===== src/sv/kps_pkg.sv =====
`timescale 1ns / 1ps
// ----------------------------------------------------------------------------
// kps_pkg
// Shared types, register indexes, reset values and the key character table
// for the matrix keypad scanner.
// ----------------------------------------------------------------------------
package kps_pkg;

    // field widths
    localparam int unsigned ROW_W      = 4;
    localparam int unsigned COL_W      = 4;
    localparam int unsigned IDX_W      = 2;
    localparam int unsigned CHAR_W     = 7;
    localparam int unsigned PIN_W      = 16;
    localparam int unsigned COUNT_W    = 3;
    localparam int unsigned TIMER_W    = 10;
    localparam int unsigned SHORT_W    = 8;
    localparam int unsigned CFG_DATA_W = 10;

    // default geometry
    localparam int unsigned DEF_COLUMNS    = 4;
    localparam int unsigned DEF_ROWS       = 4;
    localparam int unsigned DEF_PIN_LENGTH = 4;

    // saturation point of the phase timer
    localparam logic [TIMER_W-1:0] TIMER_MAX = '1;

    // register reset values
    localparam logic [SHORT_W-1:0] RST_SETTLE   = 8'd5;
    localparam logic [TIMER_W-1:0] RST_DEBOUNCE = 10'd50;
    localparam logic [SHORT_W-1:0] RST_POLL     = 8'd5;
    localparam logic [TIMER_W-1:0] RST_BUZZ     = 10'd20;

    // ascii range of the decimal digits
    localparam logic [CHAR_W-1:0] CHAR_ZERO = 7'h30;
    localparam logic [CHAR_W-1:0] CHAR_NINE = 7'h39;

    // register indexes on the configuration port
    typedef enum logic [IDX_W-1:0] {
        REG_SETTLE   = 2'd0,
        REG_DEBOUNCE = 2'd1,
        REG_POLL     = 2'd2,
        REG_BUZZ     = 2'd3
    } t_reg_idx;

    // configuration register set
    typedef struct packed {
        logic [SHORT_W-1:0] settle;
        logic [TIMER_W-1:0] debounce;
        logic [SHORT_W-1:0] poll;
        logic [TIMER_W-1:0] buzz;
    } t_cfg;

    // released key report from the scanner
    typedef struct packed {
        logic              valid;
        logic [1:0]        row;
        logic [1:0]        col;
        logic [CHAR_W-1:0] chr;
        logic              is_digit;
    } t_key_evt;

    // one result item
    typedef struct packed {
        logic [COL_W-1:0]   column_drive;
        logic               key_valid;
        logic [CHAR_W-1:0]  key_char;
        logic [1:0]         key_row;
        logic [1:0]         key_column;
        logic               key_is_digit;
        logic               buzzer_on;
        logic               pin_valid;
        logic [PIN_W-1:0]   pin_digits;
        logic [COUNT_W-1:0] digits_held;
    } t_result;

    // character printed on the key at a column and row
    function automatic logic [CHAR_W-1:0] key_char(input logic [1:0] col,
                                                   input logic [1:0] row);
        logic [CHAR_W-1:0] c;
        unique case ({col, row})
            4'b00_00: c = 7'h31; // '1'
            4'b00_01: c = 7'h32; // '2'
            4'b00_10: c = 7'h33; // '3'
            4'b00_11: c = 7'h41; // 'A'
            4'b01_00: c = 7'h34; // '4'
            4'b01_01: c = 7'h35; // '5'
            4'b01_10: c = 7'h36; // '6'
            4'b01_11: c = 7'h42; // 'B'
            4'b10_00: c = 7'h37; // '7'
            4'b10_01: c = 7'h38; // '8'
            4'b10_10: c = 7'h39; // '9'
            4'b10_11: c = 7'h43; // 'C'
            4'b11_00: c = 7'h2A; // '*'
            4'b11_01: c = 7'h30; // '0'
            4'b11_10: c = 7'h23; // '#'
            default:  c = 7'h44; // 'D'
        endcase
        return c;
    endfunction

endpackage


===== src/sv/kps_cfg.sv =====
`timescale 1ns / 1ps
// ----------------------------------------------------------------------------
// kps_cfg
// Timing register file written through the configuration port.
// ----------------------------------------------------------------------------
module kps_cfg
    import kps_pkg::*;
(
    input  logic                  i_clk,
    input  logic                  i_rst_n,
    input  logic                  i_wr,
    input  logic [IDX_W-1:0]      i_index,
    input  logic [CFG_DATA_W-1:0] i_data,
    output t_cfg                  o_cfg
);

    t_cfg r_cfg;
    t_cfg n_cfg;

    // decode the register index
    always_comb begin
        n_cfg = r_cfg;
        if (i_wr) begin
            unique case (t_reg_idx'(i_index))
                REG_SETTLE:   n_cfg.settle   = i_data[SHORT_W-1:0];
                REG_DEBOUNCE: n_cfg.debounce = i_data[TIMER_W-1:0];
                REG_POLL:     n_cfg.poll     = i_data[SHORT_W-1:0];
                REG_BUZZ:     n_cfg.buzz     = i_data[TIMER_W-1:0];
                default:      n_cfg          = r_cfg;
            endcase
        end
    end

    // register file
    always_ff @(posedge i_clk) begin
        if (!i_rst_n) begin
            r_cfg.settle   <= RST_SETTLE;
            r_cfg.debounce <= RST_DEBOUNCE;
            r_cfg.poll     <= RST_POLL;
            r_cfg.buzz     <= RST_BUZZ;
        end else begin
            r_cfg <= n_cfg;
        end
    end

    assign o_cfg = r_cfg;

endmodule


===== src/sv/kps_scan.sv =====
`timescale 1ns / 1ps
// ----------------------------------------------------------------------------
// kps_scan
// Column scan, debounce, release poll and buzzer phases, one tick per
// accepted item. Gives the column drive and buzzer level after the tick
// and the released key, if any.
// ----------------------------------------------------------------------------
module kps_scan
    import kps_pkg::*;
#(
    parameter int unsigned COLUMNS = DEF_COLUMNS,
    parameter int unsigned ROWS    = DEF_ROWS
) (
    input  logic             i_clk,
    input  logic             i_rst_n,
    input  logic             i_tick,
    input  logic [ROW_W-1:0] i_row_levels,
    input  t_cfg             i_cfg,
    output t_key_evt         o_key,
    output logic [COL_W-1:0] o_column_drive,
    output logic             o_buzzer_on
);

    typedef enum logic [1:0] {
        PH_SETTLE,
        PH_DEBOUNCE,
        PH_HOLD,
        PH_BUZZ
    } t_phase;

    t_phase             r_phase, n_phase;
    logic [1:0]         r_col, n_col;
    logic [1:0]         r_row, n_row;
    logic [TIMER_W-1:0] r_timer, n_timer;

    logic [TIMER_W-1:0] timer_inc;
    logic [2:0]         col_inc;
    logic [2:0]         low_from_zero;
    logic [2:0]         low_above;
    t_key_evt           key;

    // lowest low row at or above a start row, {found, index}
    function automatic logic [2:0] find_low(input logic [ROW_W-1:0] lv,
                                            input logic [2:0]       from);
        logic [2:0] res;
        res = '0;
        for (int r = ROW_W - 1; r >= 0; r--) begin
            if (3'(r) >= from && r < int'(ROWS) && !lv[r]) begin
                res = {1'b1, 2'(r)};
            end
        end
        return res;
    endfunction

    // saturating tick counter and row search
    assign timer_inc     = (r_timer != TIMER_MAX) ? r_timer + 1'b1 : r_timer;
    assign col_inc       = {1'b0, r_col} + 3'd1;
    assign low_from_zero = find_low(i_row_levels, 3'd0);
    assign low_above     = find_low(i_row_levels, {1'b0, r_row} + 3'd1);

    // next phase
    always_comb begin
        n_phase = r_phase;
        n_col   = r_col;
        n_row   = r_row;
        n_timer = timer_inc;
        key     = '0;
        unique case (r_phase)
            PH_DEBOUNCE: begin
                if (timer_inc >= i_cfg.debounce) begin
                    if (!i_row_levels[r_row]) begin
                        n_phase = PH_HOLD;
                        n_timer = '0;
                    end else if (low_above[2]) begin
                        n_row   = low_above[1:0];
                        n_timer = '0;
                    end else begin
                        n_col   = (col_inc >= 3'(COLUMNS)) ? 2'd0 : col_inc[1:0];
                        n_phase = PH_SETTLE;
                        n_timer = '0;
                    end
                end
            end
            PH_HOLD: begin
                if (timer_inc >= {2'b00, i_cfg.poll}) begin
                    n_timer = '0;
                    if (i_row_levels[r_row]) begin
                        key.valid    = 1'b1;
                        key.row      = r_row;
                        key.col      = r_col;
                        key.chr      = key_char(r_col, r_row);
                        key.is_digit = (key.chr >= CHAR_ZERO) && (key.chr <= CHAR_NINE);
                        n_col        = 2'd0;
                        n_phase      = (i_cfg.buzz != '0) ? PH_BUZZ : PH_SETTLE;
                    end
                end
            end
            PH_BUZZ: begin
                if (timer_inc >= i_cfg.buzz) begin
                    n_phase = PH_SETTLE;
                    n_col   = 2'd0;
                    n_timer = '0;
                end
            end
            default: begin
                if (timer_inc >= {2'b00, i_cfg.settle}) begin
                    if (low_from_zero[2]) begin
                        n_row   = low_from_zero[1:0];
                        n_phase = PH_DEBOUNCE;
                        n_timer = '0;
                    end else begin
                        n_col   = (col_inc >= 3'(COLUMNS)) ? 2'd0 : col_inc[1:0];
                        n_timer = '0;
                    end
                end
            end
        endcase
    end

    // scan state, advanced once per tick
    always_ff @(posedge i_clk) begin
        if (!i_rst_n) begin
            r_phase <= PH_SETTLE;
            r_col   <= 2'd0;
            r_row   <= 2'd0;
            r_timer <= '0;
        end else if (i_tick) begin
            r_phase <= n_phase;
            r_col   <= n_col;
            r_row   <= n_row;
            r_timer <= n_timer;
        end
    end

    // outputs reflect the state after this tick
    assign o_key          = key;
    assign o_buzzer_on    = (n_phase == PH_BUZZ);
    assign o_column_drive = (n_phase == PH_BUZZ) ? '1 : ~(COL_W'(1) << n_col);

endmodule


===== src/sv/kps_pin.sv =====
`timescale 1ns / 1ps
// ----------------------------------------------------------------------------
// kps_pin
// Gathers digit keys into a BCD PIN and reports it when complete.
// ----------------------------------------------------------------------------
module kps_pin
    import kps_pkg::*;
#(
    parameter int unsigned PIN_LENGTH = DEF_PIN_LENGTH
) (
    input  logic               i_clk,
    input  logic               i_rst_n,
    input  logic               i_tick,
    input  t_key_evt           i_key,
    output logic               o_pin_valid,
    output logic [PIN_W-1:0]   o_pin_digits,
    output logic [COUNT_W-1:0] o_digits_held
);

    logic [PIN_W-1:0]   r_shift, n_shift;
    logic [COUNT_W-1:0] r_count, n_count;

    logic [PIN_W-1:0]   shifted;
    logic [COUNT_W-1:0] count_inc;
    logic               done;

    // shift in the new digit, last digit in the low nibble
    assign shifted   = {r_shift[PIN_W-5:0], 4'(i_key.chr - CHAR_ZERO)};
    assign count_inc = r_count + 1'b1;
    assign done      = i_key.valid && i_key.is_digit && (count_inc >= COUNT_W'(PIN_LENGTH));

    always_comb begin
        n_shift = r_shift;
        n_count = r_count;
        if (i_key.valid && i_key.is_digit) begin
            if (done) begin
                n_shift = '0;
                n_count = '0;
            end else begin
                n_shift = shifted;
                n_count = count_inc;
            end
        end
    end

    // pin accumulator
    always_ff @(posedge i_clk) begin
        if (!i_rst_n) begin
            r_shift <= '0;
            r_count <= '0;
        end else if (i_tick) begin
            r_shift <= n_shift;
            r_count <= n_count;
        end
    end

    assign o_pin_valid   = done;
    assign o_pin_digits  = done ? shifted : '0;
    assign o_digits_held = n_count;

endmodule


===== src/sv/kps_out_buf.sv =====
`timescale 1ns / 1ps
// ----------------------------------------------------------------------------
// kps_out_buf
// Two-entry result buffer: an output register and a skid register, so a
// tick can be taken while one result still waits downstream.
// ----------------------------------------------------------------------------
module kps_out_buf
    import kps_pkg::*;
(
    input  logic    i_clk,
    input  logic    i_rst_n,
    input  logic    i_valid,
    output logic    o_stall,
    input  t_result i_data,
    output logic    o_valid,
    input  logic    i_stall,
    output t_result o_data
);

    logic    r_main_valid;
    logic    r_skid_valid;
    t_result r_main;
    t_result r_skid;

    logic in_xfer;
    logic out_xfer;

    assign in_xfer  = i_valid && !r_skid_valid;
    assign out_xfer = r_main_valid && !i_stall;

    // valid flags
    always_ff @(posedge i_clk) begin
        if (!i_rst_n) begin
            r_main_valid <= 1'b0;
            r_skid_valid <= 1'b0;
        end else begin
            if (out_xfer) begin
                r_main_valid <= r_skid_valid || in_xfer;
                r_skid_valid <= 1'b0;
            end else if (in_xfer) begin
                r_main_valid <= 1'b1;
                r_skid_valid <= r_main_valid;
            end
        end
    end

    // payload, no reset
    always_ff @(posedge i_clk) begin
        if (out_xfer) begin
            r_main <= r_skid_valid ? r_skid : i_data;
        end else if (in_xfer) begin
            if (r_main_valid) begin
                r_skid <= i_data;
            end else begin
                r_main <= i_data;
            end
        end
    end

    assign o_stall = r_skid_valid;
    assign o_valid = r_main_valid;
    assign o_data  = r_main;

endmodule


===== src/sv/matrix_keypad_scanner_pin_entry.sv =====
`timescale 1ns / 1ps
// ----------------------------------------------------------------------------
// matrix_keypad_scanner_pin_entry
// 4x4 matrix keypad scanner with debounce, release detection, buzzer pulse
// and BCD PIN gathering, advanced by one tick item per transfer.
// ----------------------------------------------------------------------------
//  channel   direction  handshake                   payload
//  tick in   input      i_in_valid / o_in_stall     i_row_levels
//  result    output     o_out_valid / i_out_stall   o_column_drive .. o_digits_held
//  config    input      i_cfg_valid / o_cfg_ready   i_cfg_index, i_cfg_data
//
//  One tick per cycle while the input is not stalled: the phase logic runs
//  between the scan state and the result buffer, and the result is registered in the output or skid register.
//  The two-entry result buffer accepts a tick while one result waits; the
//  input stalls only when both entries are full.
//  Synchronous active-low reset returns the scan to the settle phase on
//  column zero with the default timing registers and an empty PIN.
//  The configuration port is always ready.
// ----------------------------------------------------------------------------
module matrix_keypad_scanner_pin_entry
    import kps_pkg::*;
#(
    parameter int unsigned COLUMNS    = DEF_COLUMNS,
    parameter int unsigned ROWS       = DEF_ROWS,
    parameter int unsigned PIN_LENGTH = DEF_PIN_LENGTH
) (
    input  logic                  i_clk,
    input  logic                  i_rst_n,
    // tick input
    input  logic                  i_in_valid,
    output logic                  o_in_stall,
    input  logic [ROW_W-1:0]      i_row_levels,
    // result output
    output logic                  o_out_valid,
    input  logic                  i_out_stall,
    output logic [COL_W-1:0]      o_column_drive,
    output logic                  o_key_valid,
    output logic [CHAR_W-1:0]     o_key_char,
    output logic [1:0]            o_key_row,
    output logic [1:0]            o_key_column,
    output logic                  o_key_is_digit,
    output logic                  o_buzzer_on,
    output logic                  o_pin_valid,
    output logic [PIN_W-1:0]      o_pin_digits,
    output logic [COUNT_W-1:0]    o_digits_held,
    // configuration write
    input  logic                  i_cfg_valid,
    output logic                  o_cfg_ready,
    input  logic [IDX_W-1:0]      i_cfg_index,
    input  logic [CFG_DATA_W-1:0] i_cfg_data
);

    t_cfg     cfg;
    t_key_evt key;
    t_result  res_in;
    t_result  res_out;
    logic     tick;
    logic     in_stall;
    logic [COL_W-1:0]   drive;
    logic               buzz;
    logic               pin_valid;
    logic [PIN_W-1:0]   pin_digits;
    logic [COUNT_W-1:0] digits_held;

    assign o_cfg_ready = 1'b1;
    assign tick        = i_in_valid && !in_stall;

    // timing registers
    kps_cfg u_cfg (
        .i_clk   (i_clk),
        .i_rst_n (i_rst_n),
        .i_wr    (i_cfg_valid),
        .i_index (i_cfg_index),
        .i_data  (i_cfg_data),
        .o_cfg   (cfg)
    );

    // scan phases
    kps_scan #(
        .COLUMNS (COLUMNS),
        .ROWS    (ROWS)
    ) u_scan (
        .i_clk          (i_clk),
        .i_rst_n        (i_rst_n),
        .i_tick         (tick),
        .i_row_levels   (i_row_levels),
        .i_cfg          (cfg),
        .o_key          (key),
        .o_column_drive (drive),
        .o_buzzer_on    (buzz)
    );

    // pin gathering
    kps_pin #(
        .PIN_LENGTH (PIN_LENGTH)
    ) u_pin (
        .i_clk         (i_clk),
        .i_rst_n       (i_rst_n),
        .i_tick        (tick),
        .i_key         (key),
        .o_pin_valid   (pin_valid),
        .o_pin_digits  (pin_digits),
        .o_digits_held (digits_held)
    );

    // assemble the result item
    always_comb begin
        res_in.column_drive = drive;
        res_in.key_valid    = key.valid;
        res_in.key_char     = key.chr;
        res_in.key_row      = key.row;
        res_in.key_column   = key.col;
        res_in.key_is_digit = key.is_digit;
        res_in.buzzer_on    = buzz;
        res_in.pin_valid    = pin_valid;
        res_in.pin_digits   = pin_digits;
        res_in.digits_held  = digits_held;
    end

    // result buffer
    kps_out_buf u_out_buf (
        .i_clk   (i_clk),
        .i_rst_n (i_rst_n),
        .i_valid (i_in_valid),
        .o_stall (in_stall),
        .i_data  (res_in),
        .o_valid (o_out_valid),
        .i_stall (i_out_stall),
        .o_data  (res_out)
    );

    assign o_in_stall     = in_stall;
    assign o_column_drive = res_out.column_drive;
    assign o_key_valid    = res_out.key_valid;
    assign o_key_char     = res_out.key_char;
    assign o_key_row      = res_out.key_row;
    assign o_key_column   = res_out.key_column;
    assign o_key_is_digit = res_out.key_is_digit;
    assign o_buzzer_on    = res_out.buzzer_on;
    assign o_pin_valid    = res_out.pin_valid;
    assign o_pin_digits   = res_out.pin_digits;
    assign o_digits_held  = res_out.digits_held;

`ifndef SYNTH
    // a completed pin comes from a digit key and empties the count
    a_pin_from_digit: assert property (@(posedge i_clk) disable iff (!i_rst_n)
        (o_out_valid && o_pin_valid) |-> (o_key_is_digit && o_digits_held == '0))
        else $error("pin completed without a digit key");

    // all columns released while the buzzer sounds
    a_buzz_columns_off: assert property (@(posedge i_clk) disable iff (!i_rst_n)
        (o_out_valid && o_buzzer_on) |-> (o_column_drive == '1))
        else $error("column driven during buzzer pulse");

    // the key just reported starts the buzzer when its length is nonzero
    a_key_starts_buzz: assert property (@(posedge i_clk) disable iff (!i_rst_n)
        (o_out_valid && o_key_valid && cfg.buzz != '0) |-> o_buzzer_on)
        else $error("key reported without buzzer pulse");

    // the input stalls only with a result waiting at the output
    a_stall_needs_result: assert property (@(posedge i_clk) disable iff (!i_rst_n)
        o_in_stall |-> o_out_valid)
        else $error("input stalled with empty output");
`endif

endmodule

===== config.mk =====
export PLATFORM = sky130hd
export DESIGN_NAME = matrix_keypad_scanner_pin_entry
export DESIGN_NICKNAME = d
export VERILOG_FILES = /design/src/sv/kps_pkg.sv /design/src/sv/kps_cfg.sv /design/src/sv/kps_scan.sv /design/src/sv/kps_pin.sv /design/src/sv/kps_out_buf.sv /design/src/sv/matrix_keypad_scanner_pin_entry.sv
export SDC_FILE = /design/constraint.sdc
export NUM_CORES = 1
export LEC_CHECK = 0
export ABC_AREA = 1
export BUFFER_PORTS_ARGS = -buffer_cell sky130_fd_sc_hd__buf_2
export CAP_MARGIN = 20
export CELL_PAD_IN_SITES_DETAIL_PLACEMENT = 0
export CELL_PAD_IN_SITES_GLOBAL_PLACEMENT = 2
export CORE_MARGIN = 4
export CORE_UTILIZATION = 37
export CTS_CLUSTER_SIZE = 30
export DETAILED_ROUTE_END_ITERATION = 7
export PLACE_DENSITY = 0.91
export SYNTH_ARGS = -nofsm -noshare
export SYNTH_HDL_FRONTEND = slang
export SYNTH_SLANG_ARGS = --single-unit

===== constraint.sdc =====
create_clock -name i_clk -period 5.9 [get_ports i_clk]
set_clock_uncertainty 0.15 [all_clocks]
set_input_delay 0.295 -clock i_clk [delete_from_list [all_inputs] [get_ports i_clk]]
set_output_delay 0.295 -clock i_clk [all_outputs]
set_load 0.05 [all_outputs]

# Yosys cells after proc, flatten, opt, wreduce, memory -nomap -nowiden
# Memories as Yosys holds them, arrays and structs flattened.
# Cells that the tools add are included.
# totals
ff_bits	145
rom_bits	112
inputBits	21
output_inout_bits	41
wordCells	158
n_memories	1
# memory_table
memory	depth	word_bits	read_ports	rd_clocked_by_memory_dff	wr	line	source
(name not given)	16	7	1	0	0	kps_pkg.sv:81	unique case ({col, row})
# op_classes
addsub	5
n_lt_le_gt_ge	13
eq_ne	12
shift	1
n_mux	59
bitwise	4
n_reduce_logical	31
# op_table
operator	count
two-way mux 38 bit	4
two-way mux 10 bit	5
two-way mux 2 bit	23
two-way mux 13 bit	3
two-way mux 3 bit	10
one-hot mux 10 bit (3 select lines)	1
two-way mux 7 bit	3
>= comparator 10 bit	2
>= comparator 10 x 8 -> 1 bit	2
two-way mux 16 bit	1
two-way mux 12 bit	1
one-hot mux 2 bit (3 select lines)	2
AND reduction 2 bit	6
adder 10 x 1 -> 10 bit (second input constant)	1
equality test 2 bit (second input constant)	5
!= test 10 bit (second input constant)	1
nonzero test 10 bit	1
logical AND 1 bit	9
>= comparator 7 x 6 -> 1 bit (second input constant)	1
less-or-equal comparator 7 x 6 -> 1 bit (second input constant)	1
AND reduction 7 bit	1
adder 2 x 1 -> 3 bit (second input constant)	2
>= comparator 1 x 3 -> 1 bit (first input constant)	2
>= comparator 2 x 3 -> 1 bit (first input constant)	2
other kinds (20)	36

# Longest topological paths before layout
# logic_depth
word_depth	17
ltp_mapped	25
ltp_nobuf	25

# Modules after synthesis
# From an unflattened synthesis, not the netlist that was laid out.
# hier_totals
cells_unflattened	1008
area_unflattened_um2	7903.8
# modules_own_cells
mod	instances	cells_per_inst	area_each_um2	seq_area_each_um2
kps_out_buf	1	215	2890.3	2322.2
kps_scan	1	451	2703.8	320.3
kps_cfg	1	219	1480.2	720.7
kps_pin	1	119	808.3	300.3
matrix_keypad_scanner_pin_entry	1	4	21.3	0.0

# Worst setup path after synthesis
# Ideal clock, no wire load.
# synth_path
path_kind	flip-flop to flip-flop
start	register u_out_buf.r_skid_valid, in the netlist u_out_buf.o_stall
end	register u_out_buf.r_main, in the netlist u_out_buf.o_data[0] (enable)
arrival_time_ps	3810
setup_slack_ps	1453
path_stages_with_launch	5
path_cell_list	dfxtp_1 -> inv_1 -> nand2_1 -> clkbuf_1 -> o21ai_0
# synth_between
elab_chain_len	4
# synth_lines
element	line	source
start: declaration	kps_out_buf.sv:21	logic r_skid_valid;
start signal: assignment	kps_out_buf.sv:42	r_skid_valid <= r_main_valid;
logical NOT 1 bit	kps_out_buf.sv:28	assign in_xfer = i_valid && !r_skid_valid;
logical AND 1 bit	kps_out_buf.sv:28	
nonzero test 2 bit (no line)	-	
AND reduction 2 bit (no line)	-	
end signal: assignment	kps_out_buf.sv:50	r_main <= r_skid_valid ? r_skid : i_data;
end signal: assignment	kps_out_buf.sv:55	r_main <= i_data;
end: declaration	kps_out_buf.sv:22	t_result r_main;
# Every way passes these cells.
# A chain may end at the register's enable or synchronous reset.

# Worst setup path in the final report
# layout_path
start	register u_scan.r_timer[0]
end	register u_out_buf.r_main, in the netlist u_out_buf.o_data[4], data pin
# layout_between
elab_chain_len	11
elab_cells_between_ends	14
cone_classes	add/sub (2); order compare (1); eq/ne (1); mux (8); reduce/logical (2)
# layout_lines
element	line	source
start: declaration	kps_scan.sv:34	logic [TIMER_W-1:0] r_timer, n_timer;
start signal: assignment	kps_scan.sv:131	r_timer <= n_timer;
adder 10 x 1 -> 10 bit / != test 10 bit (equally long branches)	kps_scan.sv:56	assign timer_inc = (r_timer != TIMER_MAX) ? r_timer + 1'b1 : r_timer;
two-way mux 10 bit (*)	kps_scan.sv:56	
>= comparator 10 x 8 -> 1 bit (*)	kps_scan.sv:85	if (timer_inc >= {2'b00, i_cfg.poll}) begin
two-way mux 13 bit (*)	kps_scan.sv:85	
two-way mux 13 bit (*)	kps_scan.sv:68	unique case (r_phase)
parallel branches: the longest is 2 deep, another holds subtractor 4 x 1 -> 4 bit	-	
two-way mux 16 bit (*)	kps_pin.sv:58	assign o_pin_digits = done ? shifted : '0;
two-way mux 38 bit	kps_out_buf.sv:52	if (r_main_valid) begin
two-way mux 38 bit	kps_out_buf.sv:51	end else if (in_xfer) begin
two-way mux 38 bit (*)	kps_out_buf.sv:49	if (out_xfer) begin
# Mark *: on every way between the ends. The select of a mux whose other input is x is not followed.

==> impl_metrics.toml <==
[global_routing]
grt_max_degree = 56
grtUsageTotal = 0.161
grt_pass1_vias = 5601
grt_overflow_total = 0
antenna_found_initial = 0
grt_use_met2 = 0.257
grt_most_used_layer = "met2"
grt_pass1_wl_um = 28800
use_met3 = 0.0331
gr-usage-met1 = 0.220

[critical_path]
r2r_slack_ns = 1.93
crit_arrival_ns = 4.10
r2r-end = "u_out_buf.o_data[4]"
end_kind = "flop"
cp_data_required_time_ns = 6.02
reg2regPathDepth = 20
worst-setup-path-type = "reg -> reg"
cp-start-kind = "flop"
critPathMaxFanout = 14
r2r-start = "u_scan.r_timer[0]"

[layout]
final_area_um2 = 8740
fillers = 1958
finalNetCount = 1007
utilization = 0.443
n_antenna_cell = 0
areaGrowthSynthToFinish_pct = 16.1
drive_gt1_frac = 0.158

[logic_synthesis]
ys.flop_type = "edfxtp_1"
syn_inst = 878
syn_nets = 945
yosysSeqAreaShare = 0.487
yosysWarnings = 0
synth_edf_count = 76
synthArstFlopShare = 0
syn_area_per_cell_um2 = 8.57
ys_seq_elements = 145
ys_types = 46
synth.cell_area_um2 = 7520

[hold_path]
worstHoldStart = "i_cfg_data[4]"
holdPathStages = 3
hold_path.class = "in -> reg"
hold_end = "u_cfg.o_cfg[4]"

[power_and_ir_drop]
p_leak_nw = 3.96
p_per_area_nw_per_um2 = 304
p_sw_w = 0.000820
seqPwrFrac = 0.432
p_comb_frac = 0.148
intPower_w = 0.00184
swShare = 0.309
ir_drop_uv = 206
pwr-share-clk = 0.420

[routing]
wl_um = 17000
wl_per_cell_um = 14.0
dr.pass1.iters = 4
drc = 0
drt_iter0_drc = 376
num_vias = 5794
detail-route-antenna-nets = 0
viasPerCell = 4.76

[clock_tree]
hold_buffers = 4
cts_resized = 0
root_buffer = "clkbuf_16"
cts_buffers = 17
clock-sinks = 145
cts_setup_buffers = 0
clockBufferDepth = 2
path_clk_slew_ns = 0.07
cts_tree = "done"
htreeDepth = 4
clk_latency_ns = 0.43

[timing]
setup_viol = 0
timing.final.crit_period_ns = 3.97
rsz0062_at_grt = "false"
tns_ns = 0
slew-limit-headroom = 0.455
slew_violations = 0
fmax_ghz = 0.252
hold_viol = 0
tightest_slew_ns = 0.811
fin_crit_sh = 0.673
whs_ns = 0.0109

[floorplan]
design.core.area_um2 = 19700
pin_count = 62
rows = 51
start_util = 0.382
fp.dieW_um = 151
die_y_um = 151
fp.dieArea_um2 = 22700

[status]
status = "finished, final reports clean"

[placement]
portBuffers = 60
placedInstanceArea_um2 = 8080
dp_hpwl_um = 12300
routabilityCongestion = 0.810

[flow_run]
drv_cap = 0
cell usage after synthesis, types with 2 or more instances:
| library cell | number | area, µm² |
|---|---|---|
| inv_1 | 115 | 432 |
| nand4_1 | 6 | 37.5 |
| o21a_1 | 3 | 22.5 |
| ha_1 | 46 | 576 |
| a21oi_1 | 78 | 390 |
| o21bai_1 | 3 | 22.5 |
| dfxtp_1 | 69 | 1380 |
| buf_6 | 2 | 22.5 |
| o211ai_1 | 9 | 67.6 |
| nor3_1 | 15 | 75.1 |
| xor2_1 | 2 | 17.5 |
| or2_2 | 3 | 18.8 |
| nand2_2 | 8 | 50.1 |
| nand2_4 | 4 | 45.0 |
| nand2_1 | 172 | 646 |
| edfxtp_1 | 76 | 2280 |
| clkbuf_1 | 21 | 78.8 |
| inv_2 | 4 | 15.0 |
| nor2_4 | 4 | 45.0 |
| nor2_2 | 3 | 18.8 |
| clkinv_1 | 2 | 7.51 |
| nand3b_1 | 3 | 22.5 |
| o21ai_1 | 7 | 35.0 |
| nand3_1 | 33 | 165 |
| nor2_1 | 82 | 308 |
| nor2_8 | 2 | 40.0 |
| nor4_1 | 2 | 12.5 |
| a21oi_2 | 12 | 105 |
| xnor2_1 | 2 | 17.5 |
| o21ai_0 | 68 | 340 |
| mux2_2 | 6 | 67.6 |
| buf_4 | 2 | 15.0 |
worst max-delay path, cell delays in order, from the launching register on:
cell and delay, ns:
dfxtp_1 0.39, ha_1 0.19, nand2_1 0.12, nor2_4 0.13, nand2_4 0.08, nor2_8 0.15, nor3_1 0.08, a21oi_1 0.47
ha_1 0.22, nand2_1 0.07, nor2_1 0.10, nand2_1 0.05, nand2_1 0.06, nand2_1 0.06, nand3_1 0.19, nor2_4 0.10
nor3_4 0.18, nand3_4 0.20, nor2_4 0.45, inv_2 0.17, o21ai_0 0.20
layer usage:
metal  vias to the layer above  wire length, µm
li1                       3052                -
met1                      2632             8370
met2                        95             7850
met3                        15              632
met4                         0              188
met5                         -                0
sequential cells by signal (all words and copies together) (netlist names):
register and cells:
u_out_buf.o_data 38, u_out_buf.r_skid 38, u_cfg.o_cfg 36, u_pin.r_shift 12, u_scan.r_timer 10, u_pin.r_count 3, u_scan.r_col 2, u_scan.r_phase 2
u_scan.r_row 2, u_out_buf.o_stall 1, u_out_buf.o_valid 1
stage by stage:
step                cells  worst slack [ns]  total power (W)
floorplan             878              1.45          0.00146
global placement     1182              2.00          0.00156
detailed placement   1182              1.91          0.00157
CTS                  1218              1.89          0.00268
global route         1218              1.49          0.00278
finish               1218              1.93          0.00266
cell families (layout without fill, tap and decap cells):
group / count (synthesis) / after routing / share of synthesized area
AND/OR/NAND/NOR: 339 / 339 / 0.202
adder cells (fa/ha/maj): 46 / 46 / 0.0765
buffers and inverters: 148 / 223 / 0.0792
XOR/XNOR: 4 / 4 / 0.00466
multiplexers: 6 / 6 / 0.00898
AO/OA/AOI/OAI: 189 / 189 / 0.142
other: 1 / 1 / 0.000498
flip-flops: 145 / 145 / 0.487
how the worst max path moves through the flow:
stage               slack (ns)                   to               from
floorplan                 1.45  u_out_buf.o_data[0]  u_out_buf.o_stall
global placement          2.00  u_out_buf.o_data[4]  u_scan.r_timer[0]
detailed placement        1.91  u_out_buf.o_data[4]  u_scan.r_timer[0]
CTS                       1.89  u_out_buf.o_data[4]  u_scan.r_timer[0]
global route              1.49  u_out_buf.o_data[3]  u_scan.r_timer[0]
finish                    1.93  u_out_buf.o_data[4]  u_scan.r_timer[0]
layout by cell type, fill, tap and decap left out, drive strengths merged, types with 4 or more instances in the layout:
cell         count
a21oi           91
buf             66
clkbuf          17
clkinv           9
dfxtp           69
dlygate4sd3      4
edfxtp          76
ha              46
inv            125
mux2             6
nand2          184
nand3           34
nand4            6
nor2            91
nor3            16
o211ai           9
o21ai           76
layout make-up:
| cell class | instances | area, µm² | share of cell area |
|---|---|---|---|
| Clock inverter | 15 | 196 | 0.0225 |
| Inverter | 121 | 454 | 0.0520 |
| Tap cell | 265 | 332 | 0.0379 |
| Timing Repair Buffer | 70 | 385 | 0.0441 |
| Clock buffer | 17 | 425 | 0.0487 |
| Sequential cell | 145 | 3660 | 0.419 |
| Multi-Input combinational cell | 585 | 3280 | 0.375 |
power groups by stage:
stage          sequential (W)  combinational (W)  clock [W]
2_1_floorplan         0.00125           0.000213          0
3_3_place_gp          0.00117           0.000393          0
3_5_place_dp          0.00117           0.000393          0
4_1_cts               0.00115           0.000397    0.00114
5_1_grt               0.00116           0.000442    0.00118
6_report              0.00115           0.000393    0.00112
Note: power is estimated with default switching activity, not from simulation.
